File: config.mk
export PLATFORM = sky130hd
export DESIGN_NAME = can_id_pass_block_filter_bank_unit_flat
export DESIGN_NICKNAME = d
export VERILOG_FILES = /design/src/rtl/core/cidf_pkg.sv /design/src/rtl/core/cidf_req_if.sv /design/src/rtl/core/cidf_rsp_if.sv /design/src/rtl/core/cidf_ctrl.sv /design/src/rtl/core/cidf_dp.sv /design/src/rtl/core/can_id_pass_block_filter_bank_unit.sv /design/src/flat_wrapper.sv
export SDC_FILE = /design/constraint.sdc
export NUM_CORES = 1
export LEC_CHECK = 0
export BUFFER_PORTS_ARGS = -buffer_cell sky130_fd_sc_hd__buf_2
export CAP_MARGIN = 15
export CELL_PAD_IN_SITES_DETAIL_PLACEMENT = 1
export CELL_PAD_IN_SITES_GLOBAL_PLACEMENT = 1
export CORE_UTILIZATION = 47
export CTS_CLUSTER_DIAMETER = 120
export DETAILED_ROUTE_END_ITERATION = 6
export GPL_TIMING_DRIVEN = 0
export PLACE_DENSITY = 0.84
export SYNTH_ARGS = -nofsm -noshare
export SYNTH_HDL_FRONTEND = slang
export SYNTH_SLANG_ARGS = --single-unit
File: constraint.sdc
create_clock -name clock -period 4.3 [get_ports clock]
set_input_delay 0.43 -clock clock [delete_from_list [all_inputs] [get_ports clock]]
set_output_delay 0.43 -clock clock [all_outputs]
set_load 0.03 [all_outputs]
File: src/rtl/core/cidf_pkg.sv
// ----------------------------------------------------------------------------
// cidf_pkg
// Shared constants, codes and control structs of the CAN identifier
// pass/block filter bank.
// ----------------------------------------------------------------------------
package cidf_pkg;

   // default build values
   localparam int NUM_SLOTS_DEF = 7;
   localparam int ID_BITS_DEF   = 32;

   // request limits
   localparam int MAX_LEN       = 4;
   localparam int MAX_RESULTS   = 7;
   localparam int CNT_W         = (MAX_RESULTS > 1) ? $clog2(MAX_RESULTS) : 1;

   // field widths
   localparam int CMD_W    = 2;
   localparam int SLOT_W   = 4;
   localparam int KIND_W   = 2;
   localparam int VALUE_W  = 32;
   localparam int LEN_W    = 4;
   localparam int STATUS_W = 3;
   localparam int MSLOT_W  = 3;
   localparam int CHAN_W   = 8;

   // commands
   localparam logic [CMD_W-1:0] CMD_FRAME  = 2'd0;
   localparam logic [CMD_W-1:0] CMD_ADD    = 2'd1;
   localparam logic [CMD_W-1:0] CMD_REMOVE = 2'd2;
   localparam logic [CMD_W-1:0] CMD_UNUSED = 2'd3;

   // filter kinds
   localparam logic [KIND_W-1:0] KIND_PASS  = 2'd0;
   localparam logic [KIND_W-1:0] KIND_BLOCK = 2'd1;
   localparam logic [KIND_W-1:0] KIND_FLOW  = 2'd2;

   // result kinds
   localparam logic RES_STATUS  = 1'b0;
   localparam logic RES_FORWARD = 1'b1;

   // status codes
   localparam logic [STATUS_W-1:0] ST_OK         = 3'd0;
   localparam logic [STATUS_W-1:0] ST_WRONG_TYPE = 3'd1;
   localparam logic [STATUS_W-1:0] ST_MASK_LONG  = 3'd2;
   localparam logic [STATUS_W-1:0] ST_PAT_LONG   = 3'd3;
   localparam logic [STATUS_W-1:0] ST_LIMIT      = 3'd4;
   localparam logic [STATUS_W-1:0] ST_IN_USE     = 3'd5;
   localparam logic [STATUS_W-1:0] ST_NO_FILTER  = 3'd6;

   // controller to datapath
   typedef struct packed {
      logic capture;     // load the request word
      logic scan_clear;  // restart the slot scan
      logic scan_adv;    // step to the next slot
      logic take_hit;    // hold the current slot as pending result
      logic emit_pend;   // move the pending result to the output register
      logic emit_last;   // mark the emitted result as final
      logic exec_stat;   // run add or remove and answer with a status
   } cidf_cmd_type;

   // datapath to controller
   typedef struct packed {
      logic out_free;    // output register can take a word this cycle
      logic hit;         // current slot lets the frame through
      logic last_idx;    // scan sits on the final slot
      logic cnt_full;    // one more hit reaches the result limit
      logic pend_valid;  // a pending forward result is held
   } cidf_stat_type;

endpackage

File: src/rtl/core/cidf_req_if.sv
// ----------------------------------------------------------------------------
// cidf_req_if
// Request channel: valid/ready handshake with one command word.
// ----------------------------------------------------------------------------
interface cidf_req_if;
   logic                          valid;
   logic                          ready;
   logic [cidf_pkg::CMD_W-1:0]    cmd;
   logic [cidf_pkg::SLOT_W-1:0]   slot;
   logic [cidf_pkg::KIND_W-1:0]   filter_kind;
   logic [cidf_pkg::VALUE_W-1:0]  mask_value;
   logic [cidf_pkg::LEN_W-1:0]    mask_length;
   logic [cidf_pkg::VALUE_W-1:0]  pattern_value;
   logic [cidf_pkg::LEN_W-1:0]    pattern_length;
   logic [cidf_pkg::VALUE_W-1:0]  frame_id;

   modport source (
      output valid, cmd, slot, filter_kind, mask_value, mask_length,
             pattern_value, pattern_length, frame_id,
      input  ready
   );

   modport sink (
      input  valid, cmd, slot, filter_kind, mask_value, mask_length,
             pattern_value, pattern_length, frame_id,
      output ready
   );
endinterface

File: src/rtl/core/cidf_rsp_if.sv
// ----------------------------------------------------------------------------
// cidf_rsp_if
// Response channel: valid/ready handshake with one result word.
// ----------------------------------------------------------------------------
interface cidf_rsp_if;
   logic                           valid;
   logic                           ready;
   logic                           result_kind;
   logic [cidf_pkg::STATUS_W-1:0]  status;
   logic [cidf_pkg::MSLOT_W-1:0]   matched_slot;
   logic [cidf_pkg::VALUE_W-1:0]   forwarded_id;
   logic [cidf_pkg::CHAN_W-1:0]    channel;
   logic                           last;

   modport source (
      output valid, result_kind, status, matched_slot, forwarded_id, channel, last,
      input  ready
   );

   modport sink (
      input  valid, result_kind, status, matched_slot, forwarded_id, channel, last,
      output ready
   );
endinterface

File: src/rtl/core/cidf_ctrl.sv
// ----------------------------------------------------------------------------
// cidf_ctrl
// Sequencer: takes one request word, walks the slots for a frame or runs
// an add/remove, and paces result words against the output register.
// ----------------------------------------------------------------------------
module cidf_ctrl (
   input  logic                          clock,
   input  logic                          reset,
   input  logic                          req_valid,
   input  logic [cidf_pkg::CMD_W-1:0]    req_cmd,
   output logic                          req_ready,
   input  cidf_pkg::cidf_stat_type       stat_i,
   output cidf_pkg::cidf_cmd_type        cmd_o
);

   localparam logic [1:0] S_IDLE  = 2'd0;
   localparam logic [1:0] S_SCAN  = 2'd1;
   localparam logic [1:0] S_FLUSH = 2'd2;
   localparam logic [1:0] S_STAT  = 2'd3;

   logic [1:0] state_ff;
   logic [1:0] state_in;
   logic       accept;

   assign req_ready = (state_ff == S_IDLE);
   assign accept    = req_valid && req_ready;

   always_comb begin
      state_in = state_ff;
      cmd_o    = '0;
      unique case (state_ff)
         S_IDLE: begin
            if (accept) begin
               cmd_o.capture = 1'b1;
               unique case (req_cmd) inside
                  cidf_pkg::CMD_FRAME: begin
                     cmd_o.scan_clear = 1'b1;
                     state_in         = S_SCAN;
                  end
                  cidf_pkg::CMD_ADD, cidf_pkg::CMD_REMOVE: begin
                     state_in = S_STAT;
                  end
                  default: begin
                     state_in = S_IDLE;
                  end
               endcase
            end
         end
         S_SCAN: begin
            // hold while a new hit would displace a pending word that cannot leave
            if (!(stat_i.hit && stat_i.pend_valid && !stat_i.out_free)) begin
               if (stat_i.hit) begin
                  cmd_o.take_hit  = 1'b1;
                  cmd_o.emit_pend = stat_i.pend_valid;
               end
               if ((stat_i.hit && stat_i.cnt_full) || stat_i.last_idx) begin
                  state_in = S_FLUSH;
               end else begin
                  cmd_o.scan_adv = 1'b1;
               end
            end
         end
         S_FLUSH: begin
            if (!stat_i.pend_valid) begin
               state_in = S_IDLE;
            end else if (stat_i.out_free) begin
               cmd_o.emit_pend = 1'b1;
               cmd_o.emit_last = 1'b1;
               state_in        = S_IDLE;
            end
         end
         S_STAT: begin
            if (stat_i.out_free) begin
               cmd_o.exec_stat = 1'b1;
               state_in        = S_IDLE;
            end
         end
         default: begin
            state_in = S_IDLE;
         end
      endcase
   end

   always_ff @(posedge clock) begin
      if (reset) begin
         state_ff <= S_IDLE;
      end else begin
         state_ff <= state_in;
      end
   end

endmodule

File: src/rtl/core/cidf_dp.sv
// ----------------------------------------------------------------------------
// cidf_dp
// Datapath: request register, filter store, slot scan with one pending
// result, and the output register.
// ----------------------------------------------------------------------------
module cidf_dp #(
   parameter int NUM_SLOTS = cidf_pkg::NUM_SLOTS_DEF,
   parameter int ID_BITS   = cidf_pkg::ID_BITS_DEF
) (
   input  logic                           clock,
   input  logic                           reset,
   input  logic                           csr_wr_en,
   input  logic [cidf_pkg::CHAN_W-1:0]    csr_wr_data,
   input  logic [cidf_pkg::CMD_W-1:0]     req_cmd,
   input  logic [cidf_pkg::SLOT_W-1:0]    req_slot,
   input  logic [cidf_pkg::KIND_W-1:0]    req_filter_kind,
   input  logic [cidf_pkg::VALUE_W-1:0]   req_mask_value,
   input  logic [cidf_pkg::LEN_W-1:0]     req_mask_length,
   input  logic [cidf_pkg::VALUE_W-1:0]   req_pattern_value,
   input  logic [cidf_pkg::LEN_W-1:0]     req_pattern_length,
   input  logic [cidf_pkg::VALUE_W-1:0]   req_frame_id,
   input  cidf_pkg::cidf_cmd_type         cmd_i,
   output cidf_pkg::cidf_stat_type        stat_o,
   output logic                           rsp_valid,
   input  logic                           rsp_ready,
   output logic                           rsp_result_kind,
   output logic [cidf_pkg::STATUS_W-1:0]  rsp_status,
   output logic [cidf_pkg::MSLOT_W-1:0]   rsp_matched_slot,
   output logic [cidf_pkg::VALUE_W-1:0]   rsp_forwarded_id,
   output logic [cidf_pkg::CHAN_W-1:0]    rsp_channel,
   output logic                           rsp_last
);

   localparam int IDX_W = (NUM_SLOTS > 1) ? $clog2(NUM_SLOTS) : 1;
   localparam int CNT_W = cidf_pkg::CNT_W;
   localparam logic [cidf_pkg::SLOT_W+1:0] SLOTS_C = (cidf_pkg::SLOT_W+2)'(NUM_SLOTS);

   // keep the low bytes given by the length; four or more keeps all
   function automatic logic [cidf_pkg::VALUE_W-1:0] keep_bytes(
      input logic [cidf_pkg::VALUE_W-1:0] v,
      input logic [cidf_pkg::LEN_W-1:0]   len
   );
      logic [cidf_pkg::VALUE_W-1:0] m;
      case (len)
         4'd0:    m = 32'h0000_0000;
         4'd1:    m = 32'h0000_00FF;
         4'd2:    m = 32'h0000_FFFF;
         4'd3:    m = 32'h00FF_FFFF;
         default: m = 32'hFFFF_FFFF;
      endcase
      return v & m;
   endfunction

   // configuration
   logic [cidf_pkg::CHAN_W-1:0]   chan_ff;

   // request word
   logic [cidf_pkg::CMD_W-1:0]    cmd_ff;
   logic [cidf_pkg::SLOT_W-1:0]   slot_ff;
   logic [cidf_pkg::KIND_W-1:0]   kind_ff;
   logic [cidf_pkg::VALUE_W-1:0]  mval_ff;
   logic [cidf_pkg::LEN_W-1:0]    mlen_ff;
   logic [cidf_pkg::VALUE_W-1:0]  pval_ff;
   logic [cidf_pkg::LEN_W-1:0]    plen_ff;
   logic [ID_BITS-1:0]            id_ff;

   // filter store
   logic [NUM_SLOTS-1:0]          used_ff;
   logic [NUM_SLOTS-1:0]          blocks_ff;
   logic [ID_BITS-1:0]            mask_ff    [NUM_SLOTS];
   logic [ID_BITS-1:0]            pattern_ff [NUM_SLOTS];

   // scan
   logic [IDX_W-1:0]              idx_ff;
   logic [CNT_W-1:0]              cnt_ff;
   logic [IDX_W-1:0]              pend_ff;
   logic                          pend_valid_ff;

   // output register
   logic                          out_valid_ff;
   logic                          out_kind_ff;
   logic [cidf_pkg::STATUS_W-1:0] out_status_ff;
   logic [cidf_pkg::MSLOT_W-1:0]  out_slot_ff;
   logic [cidf_pkg::VALUE_W-1:0]  out_id_ff;
   logic                          out_last_ff;

   logic                          in_range;
   logic [IDX_W-1:0]              slot_addr;
   logic                          eq;
   logic                          hit;
   logic [cidf_pkg::STATUS_W-1:0] st;
   logic                          do_add;
   logic                          do_remove;
   logic                          out_free;

   assign in_range  = {2'b00, slot_ff} < SLOTS_C;
   assign slot_addr = IDX_W'(slot_ff);
   assign eq        = (id_ff & mask_ff[idx_ff]) == pattern_ff[idx_ff];
   assign hit       = used_ff[idx_ff] && (blocks_ff[idx_ff] ? !eq : eq);
   assign out_free  = !out_valid_ff || rsp_ready;

   // add/remove decision, in priority order
   always_comb begin
      st        = cidf_pkg::ST_OK;
      do_add    = 1'b0;
      do_remove = 1'b0;
      if (cmd_ff == cidf_pkg::CMD_ADD) begin
         if (kind_ff != cidf_pkg::KIND_PASS && kind_ff != cidf_pkg::KIND_BLOCK) begin
            st = cidf_pkg::ST_WRONG_TYPE;
         end else if (mlen_ff > cidf_pkg::LEN_W'(cidf_pkg::MAX_LEN)) begin
            st = cidf_pkg::ST_MASK_LONG;
         end else if (plen_ff > cidf_pkg::LEN_W'(cidf_pkg::MAX_LEN)) begin
            st = cidf_pkg::ST_PAT_LONG;
         end else if (!in_range) begin
            st = cidf_pkg::ST_LIMIT;
         end else if (used_ff[slot_addr]) begin
            st = cidf_pkg::ST_IN_USE;
         end else begin
            do_add = 1'b1;
         end
      end else begin
         if (in_range && used_ff[slot_addr]) begin
            do_remove = 1'b1;
         end else begin
            st = cidf_pkg::ST_NO_FILTER;
         end
      end
   end

   assign stat_o.out_free   = out_free;
   assign stat_o.hit        = hit;
   assign stat_o.last_idx   = (idx_ff == IDX_W'(NUM_SLOTS - 1));
   assign stat_o.cnt_full   = (cnt_ff == CNT_W'(cidf_pkg::MAX_RESULTS - 1));
   assign stat_o.pend_valid = pend_valid_ff;

   // control state
   always_ff @(posedge clock) begin
      if (reset) begin
         chan_ff       <= '0;
         used_ff       <= '0;
         blocks_ff     <= '0;
         idx_ff        <= '0;
         cnt_ff        <= '0;
         pend_valid_ff <= 1'b0;
         out_valid_ff  <= 1'b0;
      end else begin
         if (csr_wr_en) begin
            chan_ff <= csr_wr_data;
         end
         if (cmd_i.exec_stat && do_add) begin
            used_ff[slot_addr]   <= 1'b1;
            blocks_ff[slot_addr] <= (kind_ff == cidf_pkg::KIND_BLOCK);
         end
         if (cmd_i.exec_stat && do_remove) begin
            used_ff[slot_addr]   <= 1'b0;
            blocks_ff[slot_addr] <= 1'b0;
         end
         if (cmd_i.scan_clear) begin
            idx_ff        <= '0;
            cnt_ff        <= '0;
            pend_valid_ff <= 1'b0;
         end else begin
            if (cmd_i.scan_adv) begin
               idx_ff <= idx_ff + 1'b1;
            end
            if (cmd_i.take_hit) begin
               cnt_ff        <= cnt_ff + 1'b1;
               pend_valid_ff <= 1'b1;
            end else if (cmd_i.emit_pend) begin
               pend_valid_ff <= 1'b0;
            end
         end
         if (cmd_i.emit_pend || cmd_i.exec_stat) begin
            out_valid_ff <= 1'b1;
         end else if (rsp_ready) begin
            out_valid_ff <= 1'b0;
         end
      end
   end

   // payload
   always_ff @(posedge clock) begin
      if (cmd_i.capture) begin
         cmd_ff  <= req_cmd;
         slot_ff <= req_slot;
         kind_ff <= req_filter_kind;
         mval_ff <= req_mask_value;
         mlen_ff <= req_mask_length;
         pval_ff <= req_pattern_value;
         plen_ff <= req_pattern_length;
         id_ff   <= req_frame_id[ID_BITS-1:0];
      end
      if (cmd_i.exec_stat && do_add) begin
         mask_ff[slot_addr]    <= ID_BITS'(keep_bytes(mval_ff, mlen_ff));
         pattern_ff[slot_addr] <= ID_BITS'(keep_bytes(pval_ff, plen_ff));
      end
      if (cmd_i.take_hit) begin
         pend_ff <= idx_ff;
      end
      if (cmd_i.emit_pend) begin
         out_kind_ff   <= cidf_pkg::RES_FORWARD;
         out_status_ff <= cidf_pkg::ST_OK;
         out_slot_ff   <= cidf_pkg::MSLOT_W'(pend_ff);
         out_id_ff     <= cidf_pkg::VALUE_W'(id_ff);
         out_last_ff   <= cmd_i.emit_last;
      end else if (cmd_i.exec_stat) begin
         out_kind_ff   <= cidf_pkg::RES_STATUS;
         out_status_ff <= st;
         out_slot_ff   <= '0;
         out_id_ff     <= '0;
         out_last_ff   <= 1'b1;
      end
   end

   assign rsp_valid        = out_valid_ff;
   assign rsp_result_kind  = out_kind_ff;
   assign rsp_status       = out_status_ff;
   assign rsp_matched_slot = out_slot_ff;
   assign rsp_forwarded_id = out_id_ff;
   assign rsp_channel      = chan_ff;
   assign rsp_last         = out_last_ff;

endmodule

File: src/rtl/core/can_id_pass_block_filter_bank_unit.sv
// ----------------------------------------------------------------------------
// can_id_pass_block_filter_bank_unit
// Bank of mask/pattern filters on CAN identifiers with add/remove commands.
// ----------------------------------------------------------------------------
// Usage:
//   req_ch carries one command word: frame arrives, add filter or remove
//   filter. rsp_ch returns result words; last marks the final word of a
//   command. Add and remove answer with one status word. A frame gives one
//   forwarded word per slot that lets it through, in slot order, or none.
//   csr_wr_en/csr_wr_data load the channel number stamped on every word;
//   write it only while the unit is idle.
//   Timing, unstalled: commands are taken only while idle. Add/remove: the
//   status word is loaded from S_STAT as the unit returns to idle.
//   Frame: one slot per cycle, one hit held back for last; the last word,
//   if any, is loaded from S_FLUSH as the unit returns to idle.
//   A stalled rsp_ch holds the output register; the scan stops on the next
//   hit until the held word is taken, and no word is lost.
//   Reset (synchronous, active high) clears all slots, the channel number
//   and the output register.
// ----------------------------------------------------------------------------
module can_id_pass_block_filter_bank_unit #(
   parameter int NUM_SLOTS = cidf_pkg::NUM_SLOTS_DEF,
   parameter int ID_BITS   = cidf_pkg::ID_BITS_DEF
) (
   input  logic                         clock,
   input  logic                         reset,
   input  logic                         csr_wr_en,
   input  logic [cidf_pkg::CHAN_W-1:0]  csr_wr_data,
   cidf_req_if.sink                     req_ch,
   cidf_rsp_if.source                   rsp_ch
);

   cidf_pkg::cidf_cmd_type  cmd;
   cidf_pkg::cidf_stat_type stat;

   cidf_ctrl u_ctrl (
      .clock     (clock),
      .reset     (reset),
      .req_valid (req_ch.valid),
      .req_cmd   (req_ch.cmd),
      .req_ready (req_ch.ready),
      .stat_i    (stat),
      .cmd_o     (cmd)
   );

   cidf_dp #(
      .NUM_SLOTS (NUM_SLOTS),
      .ID_BITS   (ID_BITS)
   ) u_dp (
      .clock              (clock),
      .reset              (reset),
      .csr_wr_en          (csr_wr_en),
      .csr_wr_data        (csr_wr_data),
      .req_cmd            (req_ch.cmd),
      .req_slot           (req_ch.slot),
      .req_filter_kind    (req_ch.filter_kind),
      .req_mask_value     (req_ch.mask_value),
      .req_mask_length    (req_ch.mask_length),
      .req_pattern_value  (req_ch.pattern_value),
      .req_pattern_length (req_ch.pattern_length),
      .req_frame_id       (req_ch.frame_id),
      .cmd_i              (cmd),
      .stat_o             (stat),
      .rsp_valid          (rsp_ch.valid),
      .rsp_ready          (rsp_ch.ready),
      .rsp_result_kind    (rsp_ch.result_kind),
      .rsp_status         (rsp_ch.status),
      .rsp_matched_slot   (rsp_ch.matched_slot),
      .rsp_forwarded_id   (rsp_ch.forwarded_id),
      .rsp_channel        (rsp_ch.channel),
      .rsp_last           (rsp_ch.last)
   );

endmodule
File: src/flat_wrapper.sv
// flat-port wrapper written by rule: the top's interface ports become plain ports
module can_id_pass_block_filter_bank_unit_flat 
#(
   parameter int NUM_SLOTS = cidf_pkg::NUM_SLOTS_DEF,
   parameter int ID_BITS   = cidf_pkg::ID_BITS_DEF
)
  (clock, reset, csr_wr_en, csr_wr_data, req_ch_valid, req_ch_cmd, req_ch_slot, req_ch_filter_kind, req_ch_mask_value, req_ch_mask_length, req_ch_pattern_value, req_ch_pattern_length, req_ch_frame_id, req_ch_ready, rsp_ch_valid, rsp_ch_result_kind, rsp_ch_status, rsp_ch_matched_slot, rsp_ch_forwarded_id, rsp_ch_channel, rsp_ch_last, rsp_ch_ready);
  cidf_req_if req_ch_i ();
  cidf_rsp_if rsp_ch_i ();
  input  logic clock;
  input  logic reset;
  input  logic csr_wr_en;
  input  logic [cidf_pkg::CHAN_W-1:0] csr_wr_data;
  input wire logic [$bits(req_ch_i.valid)-1:0] req_ch_valid;
  input wire logic [$bits(req_ch_i.cmd)-1:0] req_ch_cmd;
  input wire logic [$bits(req_ch_i.slot)-1:0] req_ch_slot;
  input wire logic [$bits(req_ch_i.filter_kind)-1:0] req_ch_filter_kind;
  input wire logic [$bits(req_ch_i.mask_value)-1:0] req_ch_mask_value;
  input wire logic [$bits(req_ch_i.mask_length)-1:0] req_ch_mask_length;
  input wire logic [$bits(req_ch_i.pattern_value)-1:0] req_ch_pattern_value;
  input wire logic [$bits(req_ch_i.pattern_length)-1:0] req_ch_pattern_length;
  input wire logic [$bits(req_ch_i.frame_id)-1:0] req_ch_frame_id;
  output wire logic [$bits(req_ch_i.ready)-1:0] req_ch_ready;
  output wire logic [$bits(rsp_ch_i.valid)-1:0] rsp_ch_valid;
  output wire logic [$bits(rsp_ch_i.result_kind)-1:0] rsp_ch_result_kind;
  output wire logic [$bits(rsp_ch_i.status)-1:0] rsp_ch_status;
  output wire logic [$bits(rsp_ch_i.matched_slot)-1:0] rsp_ch_matched_slot;
  output wire logic [$bits(rsp_ch_i.forwarded_id)-1:0] rsp_ch_forwarded_id;
  output wire logic [$bits(rsp_ch_i.channel)-1:0] rsp_ch_channel;
  output wire logic [$bits(rsp_ch_i.last)-1:0] rsp_ch_last;
  input wire logic [$bits(rsp_ch_i.ready)-1:0] rsp_ch_ready;
  assign req_ch_i.valid = req_ch_valid;
  assign req_ch_i.cmd = req_ch_cmd;
  assign req_ch_i.slot = req_ch_slot;
  assign req_ch_i.filter_kind = req_ch_filter_kind;
  assign req_ch_i.mask_value = req_ch_mask_value;
  assign req_ch_i.mask_length = req_ch_mask_length;
  assign req_ch_i.pattern_value = req_ch_pattern_value;
  assign req_ch_i.pattern_length = req_ch_pattern_length;
  assign req_ch_i.frame_id = req_ch_frame_id;
  assign req_ch_ready = req_ch_i.ready;
  assign rsp_ch_valid = rsp_ch_i.valid;
  assign rsp_ch_result_kind = rsp_ch_i.result_kind;
  assign rsp_ch_status = rsp_ch_i.status;
  assign rsp_ch_matched_slot = rsp_ch_i.matched_slot;
  assign rsp_ch_forwarded_id = rsp_ch_i.forwarded_id;
  assign rsp_ch_channel = rsp_ch_i.channel;
  assign rsp_ch_last = rsp_ch_i.last;
  assign rsp_ch_i.ready = rsp_ch_ready;
  can_id_pass_block_filter_bank_unit #(.NUM_SLOTS(NUM_SLOTS), .ID_BITS(ID_BITS)) u_core (.clock(clock), .reset(reset), .csr_wr_en(csr_wr_en), .csr_wr_data(csr_wr_data), .req_ch(req_ch_i), .rsp_ch(rsp_ch_i));
endmodule
==> impl_metrics.py <==
metrics = {
    "floorplan": {
        "die_y_um": 232,
        "dieArea_um2": 54000,
        "core_area_um2": 52600,
        "start_util_pct": 47.5,
        "die_w_um": 232,
        "num_io_pins": 175,
        "row_count": 84,
    },
    "critical_path": {
        "start_kind": "flop",
        "r2r_setup_slack_ns": 0.09,
        "timing.rr.end": "u_core.u_dp.rsp_forwarded_id[20]$_SDFFCE_PN0P_",
        "criticalPathCategory": "flop to flop",
        "r2r.worst_path.cells": 17,
        "arrival_ns": 4.57,
        "crit_path_end": "u_core.u_dp.rsp_forwarded_id[20]$_SDFFCE_PN0P_",
        "worstSetupEndpointType": "flop",
        "crit_path_max_fanout": 10,
        "required_ns": 4.66,
    },
    "sta": {
        "grt_setup_unrepaired": "no",
        "finalSetupViolCount": 0,
        "tns_ns": 0,
        "worst_pin_slew_ns": 0.942,
        "slew_headroom_pct": 37.1,
        "skew_ns": 0.0327,
        "report.final.slew_viol_count": 0,
        "hold_viol_final": 0,
        "hold_ws_ns": 0.0554,
        "fmax_ghz": 0.238,
        "fin_crit_ns": 4.21,
        "finalCritPeriodShare_pct": 97.8,
    },
    "synthesis": {
        "yosys.area.top_type": "edfxtp_1",
        "synth_top_cell_area_share_pct": 72.1,
        "synth-edff-count": 599,
        "synth-seq-area-share_pct": 75.2,
        "postSynth.asyncResetShare_pct": 0,
        "syn_area_per_cell_um2": 17.7,
        "synth_common_cells": "edfxtp_1 (599), mux2i_1 (97), nand2_1 (90)",
        "synth_ff_type": "edfxtp_1",
        "ys_top_cells_by_area": "edfxtp_1 (72%), mux4_2 (5.7%), mux2i_1 (3.9%)",
        "yosys.cell_count.top_type": "edfxtp_1",
        "syn_inst": 1410,
        "synth-seq-cells": 638,
        "ys_types": 58,
        "syn_area_um2": 25000,
        "yosysWarnings": 0,
        "synth_nets": 1545,
    },
    "placed_design": {
        "dpl.hpwl_mm": 45.2,
        "routabilityCongestion": 0.817,
        "place_inst": 2295,
        "portBuffers": 172,
    },
    "detailed_routing": {
        "drc": 0,
        "routed-via-count": 14854,
        "firstDrtPassIters": 5,
        "vias_per_cell": 5.84,
        "routedWlPerCell_um": 28.1,
        "dr.first_iter.drc_count": 1310,
        "ant_nets": 0,
        "routed_wirelength_mm": 71.6,
    },
    "global_routing": {
        "grt_max_degree": 74,
        "grt_overflow": 0,
        "antenna_found_initial": 3,
        "grt_pass1_vias": 16197,
        "track_usage_pct": 26.9,
        "grt_first_pass_wirelength_mm": 104,
    },
    "clocking": {
        "clockRootBuffer": "clkbuf_16",
        "cts_buffers": 67,
        "cts.sinks": 638,
        "cts_tree": "done",
        "h-tree-depth": 3,
        "clk_latency_ns": 0.62,
        "clockBufferDepth": 3,
        "clkTransAtPathRegs_ns": 0.06,
    },
    "power_and_ir_drop": {
        "p_seq_share_pct": 50.1,
        "combPwrFrac_pct": 10.8,
        "p_int_mw": 10.9,
        "power.density_nw_per_um2": 471,
        "switching_power_mw": 3.53,
        "clock_power_share_pct": 39.1,
        "ir_worst_vdd_mv": 0.377,
        "switching_share_pct": 24.4,
        "power_leakage_nw": 10.3,
    },
    "cells_and_area": {
        "nets": 1937,
        "drive_gt1_share_pct": 25.1,
        "fillers": 4769,
        "post-route-util_pct": 58.5,
        "multi_input_area_um2": 5910,
        "stdcell_count": 2543,
        "seqCellArea_um2": 18800,
        "synthToLayoutAreaGrowth_pct": 23.1,
    },
    "min_path": {
        "hold_path_class": "input pin to flop",
    },
    "job": {
        "cap_violations": 0,
    },
    "status": {
        "status": "finished, final reports clean",
    },
}
==> worst min-delay path by stage <==
stage	start	to	cells past startpoint	slack, ns
2_1_floorplan	u_core.u_dp.blocks_ff[0]$_SDFF_PP0_	u_core.u_dp.blocks_ff[0]$_SDFF_PP0_	2	0.43
3_3_place_gp	u_core.u_dp.rsp_result_kind$_SDFFE_PP1P_	u_core.u_dp.rsp_result_kind$_SDFFE_PP1P_	1	0.44
3_5_place_dp	u_core.u_dp.rsp_result_kind$_SDFFE_PP1P_	u_core.u_dp.rsp_result_kind$_SDFFE_PP1P_	1	0.45
4_1_cts	csr_wr_data[7]	u_core.u_dp.rsp_channel[7]$_SDFFE_PP0P_	3	0.03
5_1_grt	csr_wr_data[7]	u_core.u_dp.rsp_channel[7]$_SDFFE_PP0P_	3	0.05
6_report	csr_wr_data[7]	u_core.u_dp.rsp_channel[7]$_SDFFE_PP0P_	3	0.06
==> logic make-up after synthesis <==
family	count (synthesis)	share of synthesized area, %
adder cells (fa/ha/maj)	10	0.501
XOR/XNOR	33	1.16
buffers and inverters	71	1.72
flip-flops	638	75.2
AND/OR/NAND/NOR	322	7.20
multiplexers	165	9.98
AO/OA/AOI/OAI	171	4.22
==> layout by cell type, fill, tap and decap left out, drive strengths merged, types with 27 or more instances in the layout <==
master / instances
and2: 41
nor2b: 71
dfxtp: 39
nand2: 90
o21ai: 76
dlygate4sd3: 112
edfxtp: 599
nor2: 39
and3b: 33
mux4: 66
clkinv: 27
clkbuf: 114
mux2i: 97
buf: 240
==> state kept, by name, summed over array words and instances (netlist names), 3 cells and up, named ones only <==
signal and cells:
u_core.u_dp.rsp_channel 8, u_core.u_dp.id_ff 32, u_core.u_dp.rsp_matched_slot 3, u_core.u_dp.mlen_ff 4
u_core.u_dp.rsp_forwarded_id 32, u_core.u_dp.pattern_ff 224, u_core.u_dp.mval_ff 32, u_core.u_dp.used_ff 7
u_core.u_dp.slot_ff 4, u_core.u_dp.mask_ff 224, u_core.u_dp.pend_ff 3, u_core.u_dp.cnt_ff 3
u_core.u_dp.rsp_status 3, u_core.u_dp.pval_ff 32, u_core.u_dp.idx_ff 3, u_core.u_dp.blocks_ff 7
u_core.u_dp.plen_ff 4
==> power by group through the flow <==
stage / Clock (mW) / Combinational, mW / Sequential [mW]
after floorplan: 0 / 0.855 / 7.38
after global placement: 0 / 1.29 / 7.39
after detailed placement: 0 / 1.42 / 7.37
after CTS: 5.70 / 1.54 / 7.25
after global routing: 5.91 / 1.66 / 7.26
final: 5.66 / 1.56 / 7.25
==> routing by layer <==
metal	track usage (%)	vias to the layer above	routed length [um]
li1	-	6281	-
met3	4.96	187	4590
met1	33.0	7727	27100
met5	0	-	0
met4	12.2	0	3230
met2	46.1	659	36600
==> final cells by class <==
cell class                      instances  share of cell area [%]
Antenna cell                            1                 0.00815
Sequential cell                       638                    61.1
Buffer                                 60                    1.49
Multi-Input combinational cell        702                    19.2
Tap cell                              688                    2.80
Clock buffer                           84                    5.80
Inverter                               11                   0.143
Clock inverter                         37                    1.02
Timing Repair Buffer                  322                    8.41
==> worst max-delay path, stage by stage, from the launching register on <==
cell and delay [ns]:
dfxtp_2 0.39, buf_12 0.18, buf_8 0.20, buf_12 0.19
buf_8 0.19, mux2i_1 0.27, o21ai_0 0.15, a31oi_2 0.33
xnor2_1 0.17, nand4_1 0.26, nor4_4 0.46, a21oi_1 0.21
nor2_2 0.21, a21oi_4 0.08, buf_12 0.15, buf_4 0.13
buf_6 0.16, and2_1 0.19
==> per-stage QoR <==
stage | total power [mW] | instance area (um^2) | worst slack (ns)
after floorplan | 8.23 | 25000 | -0.487
after global placement | 8.68 | 26700 | -3.61
after detailed placement | 8.79 | 27200 | -1.47
after CTS | 14.5 | 30600 | 0.00746
after global routing | 14.8 | 30700 | 0.00854
final | 14.5 | 30700 | 0.0949
==> repair_timing <==
item                       4_1_cts  5_1_grt
pin swaps                        5        7
hold buffers                   112        0
hold endpoints to repair       112        0
setup endpoints to repair       91      126
gates cloned                     1        0
setup buffers                    9        4
resized for setup               32       18
Power figures use the tool's default switching activity.
